`src/sv/dps_pkg.sv`:
```
// Package with the shared types and codes of the dynamic priority scheduler.
package dps_pkg;

	typedef logic signed [15:0] prio_t;
	typedef logic [15:0] rtime_t;
	typedef logic [2:0] slot_t;

	localparam logic OP_LOAD = 1'b0;
	localparam logic OP_TICK = 1'b1;

	localparam prio_t PRIO_MIN = 16'sh8000;

	typedef enum logic [3:0] {
		S_IDLE  = 4'b0001,
		S_SCAN  = 4'b0010,
		S_DRAIN = 4'b0100,
		S_UPD   = 4'b1000
	} state_t;

endpackage

```
`src/sv/dps_if.sv`:
```
// Valid/ready channel interfaces for the scheduler request and result streams.
interface dps_req_if;
	logic valid;
	logic ready;
	logic operation;
	dps_pkg::slot_t slot;
	dps_pkg::prio_t start_priority;
	dps_pkg::rtime_t run_time;

	modport source (output valid, operation, slot, start_priority, run_time, input ready);
	modport sink (input valid, operation, slot, start_priority, run_time, output ready);
endinterface

interface dps_rsp_if;
	logic valid;
	logic ready;
	logic ran;
	dps_pkg::slot_t chosen_slot;
	dps_pkg::prio_t new_priority;
	dps_pkg::rtime_t time_left;
	logic finished;

	modport source (output valid, ran, chosen_slot, new_priority, time_left, finished,
		input ready);
	modport sink (input valid, ran, chosen_slot, new_priority, time_left, finished,
		output ready);
endinterface

```
`src/sv/dynamic_priority_scheduler_unit.sv`:
```
// Dynamic priority scheduler: slot table in memory scanned by one shared compare unit.
//
// The block takes requests on req and returns exactly one result per request on rsp,
// both valid/ready channels; a transaction moves when valid and ready are high together.
// A load request writes one slot of the table (when its index is below SLOTS) and
// returns an echo of its fields in the cycle after acceptance.
// A tick request scans the slot table one entry per cycle through a single memory read
// port and a single priority comparator, checks the tie against the slot that ran last,
// writes the chosen slot back and presents its result. A tick goes through scan, drain
// and update states; the scan length is set by the one-entry-per-cycle read port.
// req.ready is high only while the sequencer is idle and the result register is free
// or being emptied in the same cycle, so loads can be taken back to back.
// When the receiver stalls, the result is held in the output register; a finished
// scan waits in its update step until that register is free.
// Reset (arst_n low) clears per-slot valid bits, so every slot reads as empty at once,
// with no clearing pass; last-run tracking is cleared too.
module dynamic_priority_scheduler_unit #(
	parameter int SLOTS = 8
) (
	input  logic clk,
	input  logic arst_n,
	dps_req_if.sink   req,
	dps_rsp_if.source rsp
);

	localparam int IDX_W = $clog2(SLOTS);
	localparam logic [IDX_W-1:0] LAST_IDX = IDX_W'(SLOTS - 1);

	dps_pkg::state_t state_q;

	// Slot table memories and their valid bits.
	dps_pkg::prio_t prio_mem [SLOTS];
	dps_pkg::rtime_t time_mem [SLOTS];
	logic [SLOTS-1:0] valid_q;

	logic [IDX_W-1:0] cnt_q;
	logic [IDX_W-1:0] last_slot_q;
	logic last_valid_q;

	// Read data stage.
	logic cmp_s1;
	logic [IDX_W-1:0] idx_s1;
	logic vld_s1;
	dps_pkg::prio_t prio_s1;
	dps_pkg::rtime_t time_s1;

	// Scan results.
	logic found_q;
	logic [IDX_W-1:0] best_idx_q;
	dps_pkg::prio_t best_prio_q;
	dps_pkg::rtime_t best_time_q;
	logic last_occ_q;
	dps_pkg::prio_t last_prio_q;
	dps_pkg::rtime_t last_time_q;

	// Output register.
	logic ov_q;
	logic ran_q;
	dps_pkg::slot_t chosen_q;
	dps_pkg::prio_t newp_q;
	dps_pkg::rtime_t tleft_q;
	logic fin_q;

	logic out_free;
	logic req_fire;
	logic occ_s1;
	logic take_s1;
	logic upd_go;
	logic use_last;
	logic [IDX_W-1:0] sel_idx;
	dps_pkg::prio_t sel_prio;
	dps_pkg::rtime_t sel_time;
	dps_pkg::prio_t dec_prio;
	dps_pkg::rtime_t dec_time;
	logic wr_en;
	logic [IDX_W-1:0] wr_addr;
	dps_pkg::prio_t wr_prio;
	dps_pkg::rtime_t wr_time;
	logic load_hit;

	assign out_free = !ov_q || rsp.ready;
	assign req.ready = (state_q == dps_pkg::S_IDLE) && out_free;
	assign req_fire = req.valid && req.ready;
	assign load_hit = (int'(req.slot) < SLOTS);

	// Shared compare unit: one slot per cycle against the running best.
	assign occ_s1 = vld_s1 && (time_s1 != '0);
	assign take_s1 = cmp_s1 && occ_s1 && (!found_q || (prio_s1 > best_prio_q));

	// Update step: tie goes to the last-run slot when it matches the best priority.
	assign upd_go = (state_q == dps_pkg::S_UPD) && out_free;
	assign use_last = last_valid_q && last_occ_q && (last_prio_q == best_prio_q);
	assign sel_idx = use_last ? last_slot_q : best_idx_q;
	assign sel_prio = use_last ? last_prio_q : best_prio_q;
	assign sel_time = use_last ? last_time_q : best_time_q;
	assign dec_prio = (sel_prio == dps_pkg::PRIO_MIN) ? sel_prio : sel_prio - 16'sd1;
	assign dec_time = sel_time - 16'd1;

	always_comb begin
		wr_en = 1'b0;
		wr_addr = sel_idx;
		wr_prio = dec_prio;
		wr_time = dec_time;
		if (req_fire && (req.operation == dps_pkg::OP_LOAD)) begin
			wr_en = load_hit;
			wr_addr = IDX_W'(req.slot);
			wr_prio = req.start_priority;
			wr_time = req.run_time;
		end else if (upd_go && found_q) begin
			wr_en = 1'b1;
		end
	end

	always_ff @(posedge clk) begin
		if (wr_en) begin
			prio_mem[wr_addr] <= wr_prio;
			time_mem[wr_addr] <= wr_time;
		end
	end

	always_ff @(posedge clk) begin
		prio_s1 <= prio_mem[cnt_q];
		time_s1 <= time_mem[cnt_q];
		vld_s1 <= valid_q[cnt_q];
		idx_s1 <= cnt_q;
	end

	always_ff @(posedge clk or negedge arst_n) begin
		if (!arst_n) begin
			state_q <= dps_pkg::S_IDLE;
			valid_q <= '0;
			cnt_q <= '0;
			cmp_s1 <= 1'b0;
			found_q <= 1'b0;
			last_occ_q <= 1'b0;
			last_slot_q <= '0;
			last_valid_q <= 1'b0;
			ov_q <= 1'b0;
		end else begin
			if (wr_en) begin
				valid_q[wr_addr] <= 1'b1;
			end
			if (ov_q && rsp.ready) begin
				ov_q <= 1'b0;
			end
			cmp_s1 <= 1'b0;
			case (state_q)
				dps_pkg::S_IDLE: begin
					if (req_fire) begin
						if (req.operation == dps_pkg::OP_TICK) begin
							state_q <= dps_pkg::S_SCAN;
							cnt_q <= '0;
							found_q <= 1'b0;
							last_occ_q <= 1'b0;
						end else begin
							ov_q <= 1'b1;
						end
					end
				end
				dps_pkg::S_SCAN: begin
					cmp_s1 <= 1'b1;
					if (cnt_q == LAST_IDX) begin
						state_q <= dps_pkg::S_DRAIN;
					end else begin
						cnt_q <= cnt_q + IDX_W'(1);
					end
				end
				dps_pkg::S_DRAIN: begin
					state_q <= dps_pkg::S_UPD;
				end
				dps_pkg::S_UPD: begin
					if (upd_go) begin
						state_q <= dps_pkg::S_IDLE;
						ov_q <= 1'b1;
						cnt_q <= '0;
						if (found_q) begin
							last_slot_q <= sel_idx;
							last_valid_q <= 1'b1;
						end
					end
				end
				default: begin
					state_q <= dps_pkg::S_IDLE;
				end
			endcase
			if (take_s1) begin
				found_q <= 1'b1;
			end
			if (cmp_s1 && (idx_s1 == last_slot_q)) begin
				last_occ_q <= occ_s1;
			end
		end
	end

	always_ff @(posedge clk) begin
		if (take_s1) begin
			best_idx_q <= idx_s1;
			best_prio_q <= prio_s1;
			best_time_q <= time_s1;
		end
		if (cmp_s1 && (idx_s1 == last_slot_q)) begin
			last_prio_q <= prio_s1;
			last_time_q <= time_s1;
		end
		if (req_fire && (req.operation == dps_pkg::OP_LOAD)) begin
			ran_q <= 1'b0;
			chosen_q <= req.slot;
			newp_q <= req.start_priority;
			tleft_q <= req.run_time;
			fin_q <= 1'b0;
		end else if (upd_go) begin
			if (found_q) begin
				ran_q <= 1'b1;
				chosen_q <= 3'(sel_idx);
				newp_q <= dec_prio;
				tleft_q <= dec_time;
				fin_q <= (dec_time == '0);
			end else begin
				ran_q <= 1'b0;
				chosen_q <= '0;
				newp_q <= '0;
				tleft_q <= '0;
				fin_q <= 1'b0;
			end
		end
	end

	assign rsp.valid = ov_q;
	assign rsp.ran = ran_q;
	assign rsp.chosen_slot = chosen_q;
	assign rsp.new_priority = newp_q;
	assign rsp.time_left = tleft_q;
	assign rsp.finished = fin_q;

	a_ready_idle: assert property (@(posedge clk) disable iff (!arst_n)
		req.ready |-> (state_q == dps_pkg::S_IDLE))
		else $error("request ready outside the idle state");

	a_tick_scan: assert property (@(posedge clk) disable iff (!arst_n)
		(req_fire && (req.operation == dps_pkg::OP_TICK)) |=> (state_q == dps_pkg::S_SCAN))
		else $error("tick transaction did not start a scan");

	a_no_overwrite: assert property (@(posedge clk) disable iff (!arst_n)
		(ov_q && !rsp.ready) |=> (ov_q && $stable(tleft_q) && $stable(chosen_q)))
		else $error("pending result lost or changed while stalled");

	a_finish_ran: assert property (@(posedge clk) disable iff (!arst_n)
		(ov_q && fin_q) |-> ran_q)
		else $error("finished flag set on a result that did not run");

endmodule
```
`src/flat_wrapper.sv`:
```
// flat-port wrapper written by rule: the top's interface ports become plain ports
module dynamic_priority_scheduler_unit_flat 
#(
	parameter int SLOTS = 8
)
  (clk, arst_n, req_valid, req_operation, req_slot, req_start_priority, req_run_time, req_ready, rsp_valid, rsp_ran, rsp_chosen_slot, rsp_new_priority, rsp_time_left, rsp_finished, rsp_ready);
  dps_req_if req_i ();
  dps_rsp_if rsp_i ();
  input  logic clk;
  input  logic arst_n;
  input wire logic [$bits(req_i.valid)-1:0] req_valid;
  input wire logic [$bits(req_i.operation)-1:0] req_operation;
  input wire logic [$bits(req_i.slot)-1:0] req_slot;
  input wire logic [$bits(req_i.start_priority)-1:0] req_start_priority;
  input wire logic [$bits(req_i.run_time)-1:0] req_run_time;
  output wire logic [$bits(req_i.ready)-1:0] req_ready;
  output wire logic [$bits(rsp_i.valid)-1:0] rsp_valid;
  output wire logic [$bits(rsp_i.ran)-1:0] rsp_ran;
  output wire logic [$bits(rsp_i.chosen_slot)-1:0] rsp_chosen_slot;
  output wire logic [$bits(rsp_i.new_priority)-1:0] rsp_new_priority;
  output wire logic [$bits(rsp_i.time_left)-1:0] rsp_time_left;
  output wire logic [$bits(rsp_i.finished)-1:0] rsp_finished;
  input wire logic [$bits(rsp_i.ready)-1:0] rsp_ready;
  assign req_i.valid = req_valid;
  assign req_i.operation = req_operation;
  assign req_i.slot = req_slot;
  assign req_i.start_priority = req_start_priority;
  assign req_i.run_time = req_run_time;
  assign req_ready = req_i.ready;
  assign rsp_valid = rsp_i.valid;
  assign rsp_ran = rsp_i.ran;
  assign rsp_chosen_slot = rsp_i.chosen_slot;
  assign rsp_new_priority = rsp_i.new_priority;
  assign rsp_time_left = rsp_i.time_left;
  assign rsp_finished = rsp_i.finished;
  assign rsp_i.ready = rsp_ready;
  dynamic_priority_scheduler_unit #(.SLOTS(SLOTS)) u_core (.clk(clk), .arst_n(arst_n), .req(req_i), .rsp(rsp_i));
endmodule
```
`config.mk`:
```
export PLATFORM = sky130hd
export DESIGN_NAME = dynamic_priority_scheduler_unit_flat
export DESIGN_NICKNAME = d
export VERILOG_FILES = /design/src/sv/dps_pkg.sv /design/src/sv/dps_if.sv /design/src/sv/dynamic_priority_scheduler_unit.sv /design/src/flat_wrapper.sv
export SDC_FILE = /design/constraint.sdc
export NUM_CORES = 1
export LEC_CHECK = 0
export BUFFER_PORTS_ARGS = -buffer_cell sky130_fd_sc_hd__buf_4
export CAP_MARGIN = 20
export CELL_PAD_IN_SITES_DETAIL_PLACEMENT = 1
export CELL_PAD_IN_SITES_GLOBAL_PLACEMENT = 1
export CORE_ASPECT_RATIO = 1.75
export CORE_MARGIN = 3
export CORE_UTILIZATION = 52
export DETAILED_ROUTE_END_ITERATION = 7
export GPL_ROUTABILITY_DRIVEN = 1
export GPL_TIMING_DRIVEN = 0
export PLACE_DENSITY = 0.78
export SLEW_MARGIN = 20
export SYNTH_ARGS = -nofsm -noshare
export SYNTH_HDL_FRONTEND = slang
export SYNTH_SLANG_ARGS = --single-unit
export TNS_END_PERCENT = 50
```
`constraint.sdc`:
```
create_clock -name clk -period 5.3 [get_ports clk]
set_clock_uncertainty 0.1 [all_clocks]
set_input_delay 1.325 -clock clk [delete_from_list [all_inputs] [get_ports clk]]
set_output_delay 1.325 -clock clk [all_outputs]
set_load 0.03 [all_outputs]
```
==> results of run 1 <==
metrics by stage:
stage          cells  utilization (%)  power [W]  instance area (µm²)
3_5_place_dp    1546            57.37   0.004924                18550
6_report        1618            61.57   0.007728                19900
5_1_grt         1618            61.57   0.007989                19900
2_1_floorplan   1041                -   0.004543                17080
3_3_place_gp    1519            56.18   0.004862                18160
4_1_cts         1616            61.39   0.007761                19850
flip-flops by register name, indices dropped and copies added, names as in the netlist, 3 cells and up:
signal	count
u_core.time_mem	128
u_core.best_idx_q	3
u_core.rsp.new_priority	16
u_core.best_prio_q	16
u_core.last_prio_q	16
u_core.cnt_q	3
u_core.rsp.chosen_slot	3
u_core.prio_mem	128
u_core.last_slot_q	3
u_core.state_q	4
u_core.prio_s1	16
u_core.best_time_q	16
u_core.time_s1	16
u_core.valid_q	8
u_core.rsp.time_left	16
u_core.idx_s1	3
u_core.last_time_q	16
cells in the final DEF (no fill, tap or decap), drive strengths merged, types with 16 or more instances in the layout:
cell type / instances
dfrtp: 22
nor4: 18
xnor2: 32
clkinv: 16
dfxtp: 38
nand2: 70
nor3: 31
a21oi: 22
ha: 22
mux2: 35
nor2: 43
mux4: 66
inv: 28
o21ai: 68
edfxtp: 358
buf: 116
xor2: 25
clkbuf: 83
where the power goes:
group	switching, W	internal, W	total, W
logic	0.000553	0.000405	0.000958
clock network	0.00121	0.00164	0.00285
registers	0.000127	0.00380	0.00392
cells by family (layout without fill, tap and decap cells):
logic type | Yosys count | count (layout) | synth area share, %
adders and majority gates | 22 | 22 | 1.612
buffers and inverters | 70 | 247 | 1.590
AOI/OAI and AO/OA | 130 | 130 | 4.572
muxes | 105 | 105 | 11.25
DFF | 419 | 419 | 70.79
and+or+nand+nor | 238 | 238 | 7.269
xor gates and xnor gates | 57 | 57 | 2.924
timing repair:
item,in CTS,in global routing
cloned,0,0
buffers inserted,0,1
setup endpoints to repair,24,33
pin swaps,0,1
resized for setup,4,8
cell type report:
cell class / instances / area [µm²]
fillers: 2905 / 12430
flip-flops and latches: 419 / 12090
multi-input cells: 552 / 4801
clock buffers: 51 / 1081
repair buffers: 107 / 944.7
well taps: 400 / 500.5
clock inverters: 19 / 216.5
plain buffers: 41 / 163.9
inverters: 29 / 108.9
per-layer routing:
layer | part of all wire, % | vias up | routed length (µm) | GRT usage (%)
li1 | - | 4336 | - | -
met1 | 38 | 5145 | 17470 | 33.75
met2 | 53 | 359 | 24200 | 46.35
met3 | 5.2 | 99 | 2372 | 2.938
met4 | 3.4 | 0 | 1544 | 9.289
met5 | 0 | - | 0 | 0
worst register-to-register path: cells and delay by family (launching register included):
kind                     cells  cell delay (ns)
AO/OA/AOI/OAI                4             1.13
XOR/XNOR                     2             0.41
adder cells (fa/ha/maj)      1             0.27
buffers and inverters        3             0.73
flip-flops                   1             0.50
multiplexers                 1             0.26
AND/OR/NAND/NOR              5             1.61
worst max-delay path by stage:
stage / to / slack (ns)
after floorplan: u_core.prio_mem[1][0] / -0.15
after global placement: u_core.valid_q[2] / -2.89
after detailed placement: u_core.time_mem[4][14] / -0.31
after CTS: u_core.time_mem[0][8] / 0.02
after global routing: u_core.rsp.finished / 0.03
final: u_core.rsp.finished / 0.23
==> flow_metrics.env, run 1 <==
export IMPL_required_ns=5.68
export IMPL_synthTopCellsByArea="edfxtp_1 63%, mux4_2 8.7%, dfxtp_1 4.5%"
export IMPL_core_rowCount=87
export IMPL_grt_max_degree=36
export IMPL_ant_nets=0
export IMPL_routed_wl_um=45590
export IMPL_ys_seq_area_share_pct=70.79
export IMPL_clock_sinks=419
export IMPL_grt_setup_unrepaired="no"
export IMPL_port_buffers=78
export IMPL_antennaDiodeCount=0
export IMPL_synth_area_um2=17080
export IMPL_synth_cells=1041
export IMPL_grt_pass1_wl_um=67920
export IMPL_r2r_setup_slack_ns=0.23
export IMPL_critPathKind="flop to flop"
export IMPL_hold_depth=0
export IMPL_clock_root_buffer="clkbuf_16"
export IMPL_cap_violations=0
export IMPL_power_density_nw_per_um2=388.2
export IMPL_grtUsageTotal_pct=26.34
export IMPL_arrival_ns=5.45
export IMPL_insertion_delay_ns=0.55
export IMPL_synth_edf_count=358
export IMPL_drc=0
export IMPL_slowest_stage="edfxtp_1"
export IMPL_path_buf_inv=3
export IMPL_postLayoutSetupSlackWorst_ns=0.2332
export IMPL_synth_seq_cells=419
export IMPL_clk_transition_reported_paths_ns=0.07
export IMPL_fmax_mhz=197.4
export IMPL_min_from="u_core.cnt_q[2]"
export IMPL_whs_ns=0.3234
export IMPL_dp_hpwl_um=31880
export IMPL_synth_nets=1103
export IMPL_setup_tns_ns=0
export IMPL_cts_buffer_depth=3
export IMPL_start_kind="flop"
export IMPL_crit_path_max_fanout=10
export IMPL_initial_core_util_pct=52.82
export IMPL_htreeDepth=2
export IMPL_finalCriticalPeriod_ns=5.067
export IMPL_die_h_um=245.7
export IMPL_crit_family="simple AND/OR/NAND/NOR gates"
export IMPL_cts_hold_buffers=0
export IMPL_hold_path_class="flop to flop"
export IMPL_yosysTopAreaCell="edfxtp_1"
export IMPL_slew_viol_final=0
export IMPL_ys_warnings_count=0
export IMPL_overflow=0
export IMPL_crit_path_end_kind="flop"
export IMPL_synth_cell_types=61
export IMPL_io_pins=79
export IMPL_cts_made_buffers=38
export IMPL_drive_gt1_share_pct=24.88
export IMPL_synthFlopType="edfxtp_1"
export IMPL_drtIter0Drc=1042
export IMPL_dr_pass1_iters=5
export IMPL_synth_most_common_cell="edfxtp_1"
export IMPL_hold_viol_final=0
export IMPL_yosys_area_top_type_share_pct=62.95
export IMPL_cts_tree="yes"
export IMPL_ys_top_cells_by_count="358 x edfxtp_1, 70 x nand2_1, 68 x o21ai_0, 66 x mux4_2, 43 x nor2_1"
export IMPL_status="completed"
export IMPL_finalCritPeriodShare_pct=95.60
export IMPL_relSlewSlack_pct=21.02
export IMPL_crit_cells=16
export IMPL_critPathLaunch="u_core.best_prio_q[8]"
export IMPL_vias=9939
export IMPL_setup_viol=0
export IMPL_holdPathEnd="u_core.idx_s1[2]"
export IMPL_dieWidth_um=143.0
export IMPL_die_area_um2=35140
export IMPL_grt_antenna_before_repair=0
export IMPL_rr_endpoint="u_core.rsp.finished"
export IMPL_gp_congestion=0.8697
export IMPL_crit_chain="xor2_1 > nor4b_1 > nand3_1 > or2_2 > clkbuf_1 > clkbuf_2 > mux2i_1 > ha_1 > nand2b_1 > or3_1 > clkbuf_1 > xnor2_1 > a2111o_1 > a2111o_1 > o41ai_1 > a31o_2"
export IMPL_nets=1250
export IMPL_worstRegToRegCells=16
export IMPL_cpPeakStageDelay_ns=0.50
export IMPL_detail_route_vias_per_cell=6.143
export IMPL_reg2reg_from="u_core.best_prio_q[8]"
export IMPL_vdd_drop_max_v=0.0003639
export IMPL_area_delta_synth_final_pct=16.56
export IMPL_async_flop_share_pct=5.489
export IMPL_p_leak_nw=6.790
export IMPL_tightestPinTransition_ns=1.172
export IMPL_core_area_um2=32330
export IMPL_syn_area_per_cell_um2=16.40
export IMPL_post_drt_wl_per_cell_um=28.18
export IMPL_grt_pass1_vias=10832
export IMPL_dp_slack_ns=-0.3097
Note: power is estimated with default switching activity, not from simulation.
==> run 2: changes to the inputs <==
--- a/config.mk
+++ b/config.mk
@@ -10,7 +10,6 @@
 export CELL_PAD_IN_SITES_DETAIL_PLACEMENT = 1
 export CELL_PAD_IN_SITES_GLOBAL_PLACEMENT = 1
 export CORE_ASPECT_RATIO = 1.75
-export CORE_MARGIN = 3
 export CORE_UTILIZATION = 52
 export DETAILED_ROUTE_END_ITERATION = 7
 export GPL_ROUTABILITY_DRIVEN = 1
==> run 2 against run 1 <==
The run now ends with design-rule violations left. Clock power decreased by 2%. Power down 0.84%. First-iteration DRC count down 33%. Worst setup slack gained 0.086 ns. Design area fell by 0.41%. Count of clock-buffer cells in the layout up 1. Worst hold slack better by 0.010 ns.
==> flow_metrics.env, run 2 (synthesized netlist as in run 1, its figures left out) <==
export IMPL_grt_pass1_vias=10878
export IMPL_clock_root_buffer="clkbuf_16"
export IMPL_cts_buffer_depth=3
export IMPL_core_rowCount=87
export IMPL_slew_viol_final=0
export IMPL_cts_tree="yes"
export IMPL_dp_slack_ns=-0.2456
export IMPL_reg2reg_from="u_core.best_prio_q[9]"
export IMPL_nets=1249
export IMPL_die_area_um2=33600
export IMPL_r2r_setup_slack_ns=0.32
export IMPL_grt_pass1_wl_um=67080
export IMPL_area_delta_synth_final_pct=16.08
export IMPL_reg_largest_list="u_core.prio_mem: 128 flops, u_core.time_mem: 128 flops"
export IMPL_io_pins=79
export IMPL_fill_cells=2925
export IMPL_placed_area_um2=18520
export IMPL_dr_pass1_iters=7
export IMPL_setup_tns_ns=0
export IMPL_p_leak_nw=6.753
export IMPL_finalCritPeriodShare_pct=93.97
export IMPL_finalCriticalPeriod_ns=4.980
export IMPL_grt_max_degree=33
export IMPL_cts_hold_buffers=0
export IMPL_power_density_nw_per_um2=386.6
export IMPL_critPathKind="flop to flop"
export IMPL_cap_violations=0
export IMPL_pwr_share_seq_pct=51.2
export IMPL_dieWidth_um=139.0
export IMPL_fmax_mhz=200.8
export IMPL_drc=9
export IMPL_vias=9924
export IMPL_switchingPower_w=0.001890
export IMPL_grt_setup_unrepaired="no"
export IMPL_design_area_um2=19820
export IMPL_final_util_pct=61.52
export IMPL_power_internal_w=0.005773
export IMPL_detail_route_vias_per_cell=6.133
export IMPL_core_area_um2=32220
export IMPL_ant_nets=0
export IMPL_postLayoutSetupSlackWorst_ns=0.3197
export IMPL_hold_viol_final=0
export IMPL_gp_congestion=0.8556
export IMPL_initial_core_util_pct=53.00
export IMPL_cts_made_buffers=39
export IMPL_grt_antenna_before_repair=0
export IMPL_status="finished, violations left"
export IMPL_htreeDepth=2
export IMPL_antennaDiodeCount=0
export IMPL_holdPathEnd="u_core.idx_s1[0]"
export IMPL_clk_transition_reported_paths_ns=0.07
export IMPL_min_from="u_core.cnt_q[0]"
export IMPL_arrival_ns=5.36
export IMPL_dp_hpwl_um=31930
export IMPL_layout_commonest_cell="edfxtp_1"
export IMPL_drtIter0Drc=697
export IMPL_insertion_delay_ns=0.55
export IMPL_rr_endpoint="u_core.rsp.finished"
export IMPL_pwr_share_comb_pct=12.3
export IMPL_tightestPinTransition_ns=1.155
export IMPL_setup_viol=0
export IMPL_port_buffers=78
export IMPL_whs_ns=0.3334
export IMPL_clock_sinks=419
export IMPL_die_h_um=241.7
export IMPL_violations="design-rule violations"
export IMPL_final_cell_mix="358 x edfxtp_1, 95 x buf_4, 70 x nand2_1"
export IMPL_drive_gt1_share_pct=24.55
export IMPL_crit_path_end_kind="flop"
export IMPL_worstRegToRegCells=16
export IMPL_routed_wl_um=44650
export IMPL_power_frac_clock_pct=36.5
export IMPL_post_drt_wl_per_cell_um=27.59
export IMPL_required_ns=5.68
export IMPL_crit_path_max_fanout=10
export IMPL_hold_depth=0
export IMPL_start_kind="flop"
export IMPL_hold_path_class="flop to flop"
export IMPL_relSlewSlack_pct=22.20
export IMPL_vdd_drop_max_v=0.0002647
export IMPL_grtUsageTotal_pct=27.43
export IMPL_overflow=0
export IMPL_netSwitchingFraction_pct=24.67
run 2: power by group through the flow:
stage,clock network (W),registers (W),logic [W]
6_report,0.00280,0.00392,0.000942
5_1_grt,0.00294,0.00393,0.00101
4_1_cts,0.00284,0.00392,0.000949
3_5_place_dp,0,0.00399,0.000939
3_3_place_gp,0,0.00398,0.000879
2_1_floorplan,0,0.00397,0.000577
run 2: timing repair:
item | 4_1_cts | 5_1_grt
pin swaps | 0 | 1
endpoints found under the setup margin | 32 | 35
setup buffers | 0 | 1
resized for setup | 4 | 6
run 2: through the flow:
step / power, W / instances
3_3_place_gp: 0.004856 / 1519
2_1_floorplan: 0.004543 / 1041
6_report: 0.007663 / 1618
3_5_place_dp: 0.004927 / 1545
4_1_cts: 0.007707 / 1617
5_1_grt: 0.007881 / 1618
run 2: worst max-delay path, cell delays in order (launching register included):
cell and delay [ns]:
edfxtp_1 0.50, xnor2_1 0.34, and3_2 0.34, nand3_1 0.17
or2_2 0.31, clkbuf_1 0.26, clkbuf_1 0.33, mux2i_1 0.29
ha_1 0.27, nand2b_1 0.14, or3_1 0.37, clkbuf_1 0.20
xnor2_1 0.20, a2111o_1 0.36, a2111o_1 0.42, o41ai_1 0.08
a31o_2 0.20
run 2: layer usage:
| layer | wire length [µm] | GRT usage (%) | vias to the layer above |
|---|---|---|---|
| met2 | 23570 | 48.77 | 292 |
| li1 | - | - | 4339 |
| met5 | 0 | 0 | - |
| met1 | 17450 | 33.58 | 5196 |
| met3 | 1922 | 3.545 | 97 |
| met4 | 1705 | 11.60 | 0 |
run 2: final cells by class:
cell class                      instances  area, µm²  share of cell area, %
Tap cell                              400      500.5                  2.525
Clock inverter                         20      167.7                 0.8459
Inverter                               29      108.9                 0.5492
Clock buffer                           52       1106                  5.580
Timing Repair Buffer                  105      892.1                  4.501
Buffer                                 41      162.7                 0.8206
Multi-Input combinational cell        552       4796                  24.20
Sequential cell                       419      12090                  60.98
run 2: worst max path at each step:
stage,depth (start not counted),end,start
3_3_place_gp,7,u_core.valid_q[0],rsp_ready
4_1_cts,15,u_core.time_mem[2][14],u_core.best_prio_q[8]
2_1_floorplan,7,u_core.prio_mem[1][0],rsp_ready
5_1_grt,16,u_core.rsp.finished,u_core.best_prio_q[2]
3_5_place_dp,15,u_core.time_mem[3][14],u_core.best_prio_q[8]
6_report,16,u_core.rsp.finished,u_core.best_prio_q[9]
==> run 3: changes to the inputs <==
--- a/config.mk
+++ b/config.mk
@@ -10,11 +10,11 @@
 export CELL_PAD_IN_SITES_DETAIL_PLACEMENT = 1
 export CELL_PAD_IN_SITES_GLOBAL_PLACEMENT = 1
 export CORE_ASPECT_RATIO = 1.75
-export CORE_UTILIZATION = 52
+export CORE_UTILIZATION = 47
 export DETAILED_ROUTE_END_ITERATION = 7
 export GPL_ROUTABILITY_DRIVEN = 1
 export GPL_TIMING_DRIVEN = 0
-export PLACE_DENSITY = 0.78
+export PLACE_DENSITY = 0.74
 export SLEW_MARGIN = 20
 export SYNTH_ARGS = -nofsm -noshare
 export SYNTH_HDL_FRONTEND = slang
==> constraint.sdc (replaced) <==
create_clock -name clk -period 4.35 [get_ports clk]
set_clock_uncertainty 0.1 [all_clocks]
set_input_delay 1.0875 -clock clk [delete_from_list [all_inputs] [get_ports clk]]
set_output_delay 1.0875 -clock clk [all_outputs]
set_load 0.03 [all_outputs]
==> run 3 against run 2 <==
The flow now finishes without violations. Cell count is 4.8% higher. Worst setup slack lost 0.20 ns. Count of clock-buffer cells in the layout grew 3. Clock power is 18% higher. Core utilization down 5.5 points. Sequential power grew 22%. Design area grew 1.6%. Critical path depth down 2. Wire length fell by 0.29%. Power increased by 21%. Global-route usage is 2.9 points lower. Critical endpoint unchanged. Largest power group unchanged.
==> flow_metrics.env, run 3 (synthesized netlist as in run 1, its figures left out) <==
export IMPL_ant_nets=0
export IMPL_switchingPower_w=0.002265
export IMPL_grt_pass1_wl_um=66280
export IMPL_grt_pass1_vias=10756
export IMPL_dr_pass1_iters=5
export IMPL_nets=1259
export IMPL_crit_path_end_kind="flop"
export IMPL_timing_critical_path_mode_cell="a2111o_1"
export IMPL_required_ns=4.72
export IMPL_area_delta_synth_final_pct=17.91
export IMPL_p_leak_nw=6.855
export IMPL_fin_cells=1696
export IMPL_final_cell_mix="358 x edfxtp_1, 101 x buf_4, 69 x nand2_1"
export IMPL_power_density_nw_per_um2=459.5
export IMPL_port_buffers=78
export IMPL_antennaDiodeCount=0
export IMPL_slew_viol_final=0
export IMPL_grt_setup_unrepaired="yes"
export IMPL_path_buf_inv=1
export IMPL_crit_path_max_fanout=10
export IMPL_critPathKind="flop to flop"
export IMPL_hold_depth=0
export IMPL_slowest_stage="or3_4"
export IMPL_postLayoutSetupSlackWorst_ns=0.1215
export IMPL_netSwitchingFraction_pct=24.48
export IMPL_cts_buffer_depth=3
export IMPL_reg_largest_list="u_core.prio_mem: 128 flops, u_core.time_mem: 128 flops"
export IMPL_cts_hold_buffers=0
export IMPL_power_frac_clock_pct=35.8
export IMPL_htreeDepth=2
export IMPL_pwr_share_seq_pct=51.7
export IMPL_insertion_delay_ns=0.54
export IMPL_fmax_mhz=236.5
export IMPL_hold_viol_final=0
export IMPL_overflow=0
export IMPL_detail_route_vias_per_cell=5.849
export IMPL_finalCriticalPeriod_ns=4.229
export IMPL_dp_slack_ns=-1.216
export IMPL_io_pins=79
export IMPL_tightestPinTransition_ns=1.154
export IMPL_total_power_w=0.009253
export IMPL_finalCritPeriodShare_pct=97.21
export IMPL_drive_gt1_share_pct=26.51
export IMPL_hold_path_class="flop to flop"
export IMPL_cts_tree="yes"
export IMPL_met3_length_um=1710
export IMPL_die_h_um=254.2
export IMPL_drc=0
export IMPL_met1_length_um=17340
export IMPL_cpPeakStageDelay_ns=0.44
export IMPL_grtUsageTotal_pct=24.53
export IMPL_routed_wl_met2_um=23710
export IMPL_arrival_ns=4.60
export IMPL_crit_chain="xor2_1 > nor4_2 > nand3_2 > or2_4 > clkbuf_4 > mux2i_2 > ha_2 > nand2b_1 > or3_4 > xnor2_1 > a2111o_1 > a2111o_1 > o41ai_1 > a31o_2"
export IMPL_pwr_share_comb_pct=12.5
export IMPL_setup_viol=0
export IMPL_gp_congestion=0.9195
export IMPL_core_area_um2=35910
export IMPL_vdd_drop_max_v=0.0002469
export IMPL_cap_violations=0
export IMPL_clk_transition_reported_paths_ns=0.07
export IMPL_crit_family="simple AND/OR/NAND/NOR gates"
export IMPL_crit_cells=14
export IMPL_start_kind="flop"
export IMPL_post_drt_wl_per_cell_um=26.25
export IMPL_final_util_pct=56.07
export IMPL_initial_core_util_pct=47.55
export IMPL_vias=9920
export IMPL_cts_made_buffers=37
export IMPL_routed_wl_um=44520
export IMPL_relSlewSlack_pct=22.26
export IMPL_power_internal_w=0.006988
export IMPL_grt_antenna_before_repair=0
export IMPL_drtIter0Drc=691
export IMPL_dieWidth_um=146.1
export IMPL_layout_commonest_cell="edfxtp_1"
export IMPL_die_area_um2=37130
export IMPL_core_rowCount=92
export IMPL_dp_hpwl_um=31970
export IMPL_worstRegToRegCells=14
export IMPL_placed_cells=1614
export IMPL_grt_max_degree=33
export IMPL_whs_ns=0.3169
export IMPL_clock_root_buffer="clkbuf_16"
export IMPL_status="completed"
export IMPL_clock_sinks=419
export IMPL_top_layer="met4"
[run 3: changes by cell type in the layout (fill, tap and decap cells not counted), sizes merged]
cell / previous run / this run
buf: 114 / 127
clkinvlp: 1 / 0
inv: 29 / 32
bufinv: 2 / 1
clkbuf: 84 / 86
clkinv: 17 / 9
[run 3: cell type report]
class / count / area, µm²
multi-input combinational: 552 / 4898
sequential: 419 / 12090
fill: 3377 / 15780
tap: 470 / 588.1
buffer: 39 / 160.2
clock buffer: 55 / 1122
timing repair buffer: 119 / 1067
clock inverter: 13 / 102.6
inverter: 29 / 108.9
[run 3: power groups by stage]
stage               registers, W  clock network [W]  logic (W)
finish                   0.00479            0.00331    0.00116
global route             0.00480            0.00348    0.00125
CTS                      0.00478            0.00336    0.00117
detailed placement       0.00487                  0    0.00115
global placement         0.00485                  0    0.00108
floorplan                0.00483                  0   0.000704
[run 3: what timing repair did]
| action | 4_1_cts | 5_1_grt |
|---|---|---|
| pin swaps | 8 | 2 |
| setup buffers | 12 | 3 |
| cloned | 0 | 0 |
| gates resized for setup | 22 | 6 |
| setup endpoints to repair | 63 | 57 |
[run 3: final timing paths]
check / end / from / slack, ns
worst max-delay path: u_core.rsp.finished / u_core.best_prio_q[1] / 0.12
worst min-delay path: u_core.idx_s1[2] / u_core.cnt_q[2] / 0.32
worst max register to register: u_core.rsp.finished / u_core.best_prio_q[1] / 0.12
worst min register to register: u_core.idx_s1[2] / u_core.cnt_q[2] / 0.32
max in group asynchronous: u_core.state_q[0] / arst_n / 3.51
min in group asynchronous: u_core.cmp_s1 / arst_n / 0.35
[run 3: routing by layer]
layer | vias up | global-route usage [%]
li1 | 4345 | -
met5 | - | 0
met4 | 0 | 10.45
met2 | 274 | 44.68
met3 | 107 | 2.683
met1 | 5194 | 29.55
[run 3: metrics by stage]
step / cell area [µm²] / TNS [ns]
6_report: 20140 / 0
4_1_cts: 20070 / 0
5_1_grt: 20140 / -0.01356
3_5_place_dp: 18670 / -71.02
2_1_floorplan: 17090 / -91.28
3_3_place_gp: 18260 / -684.43
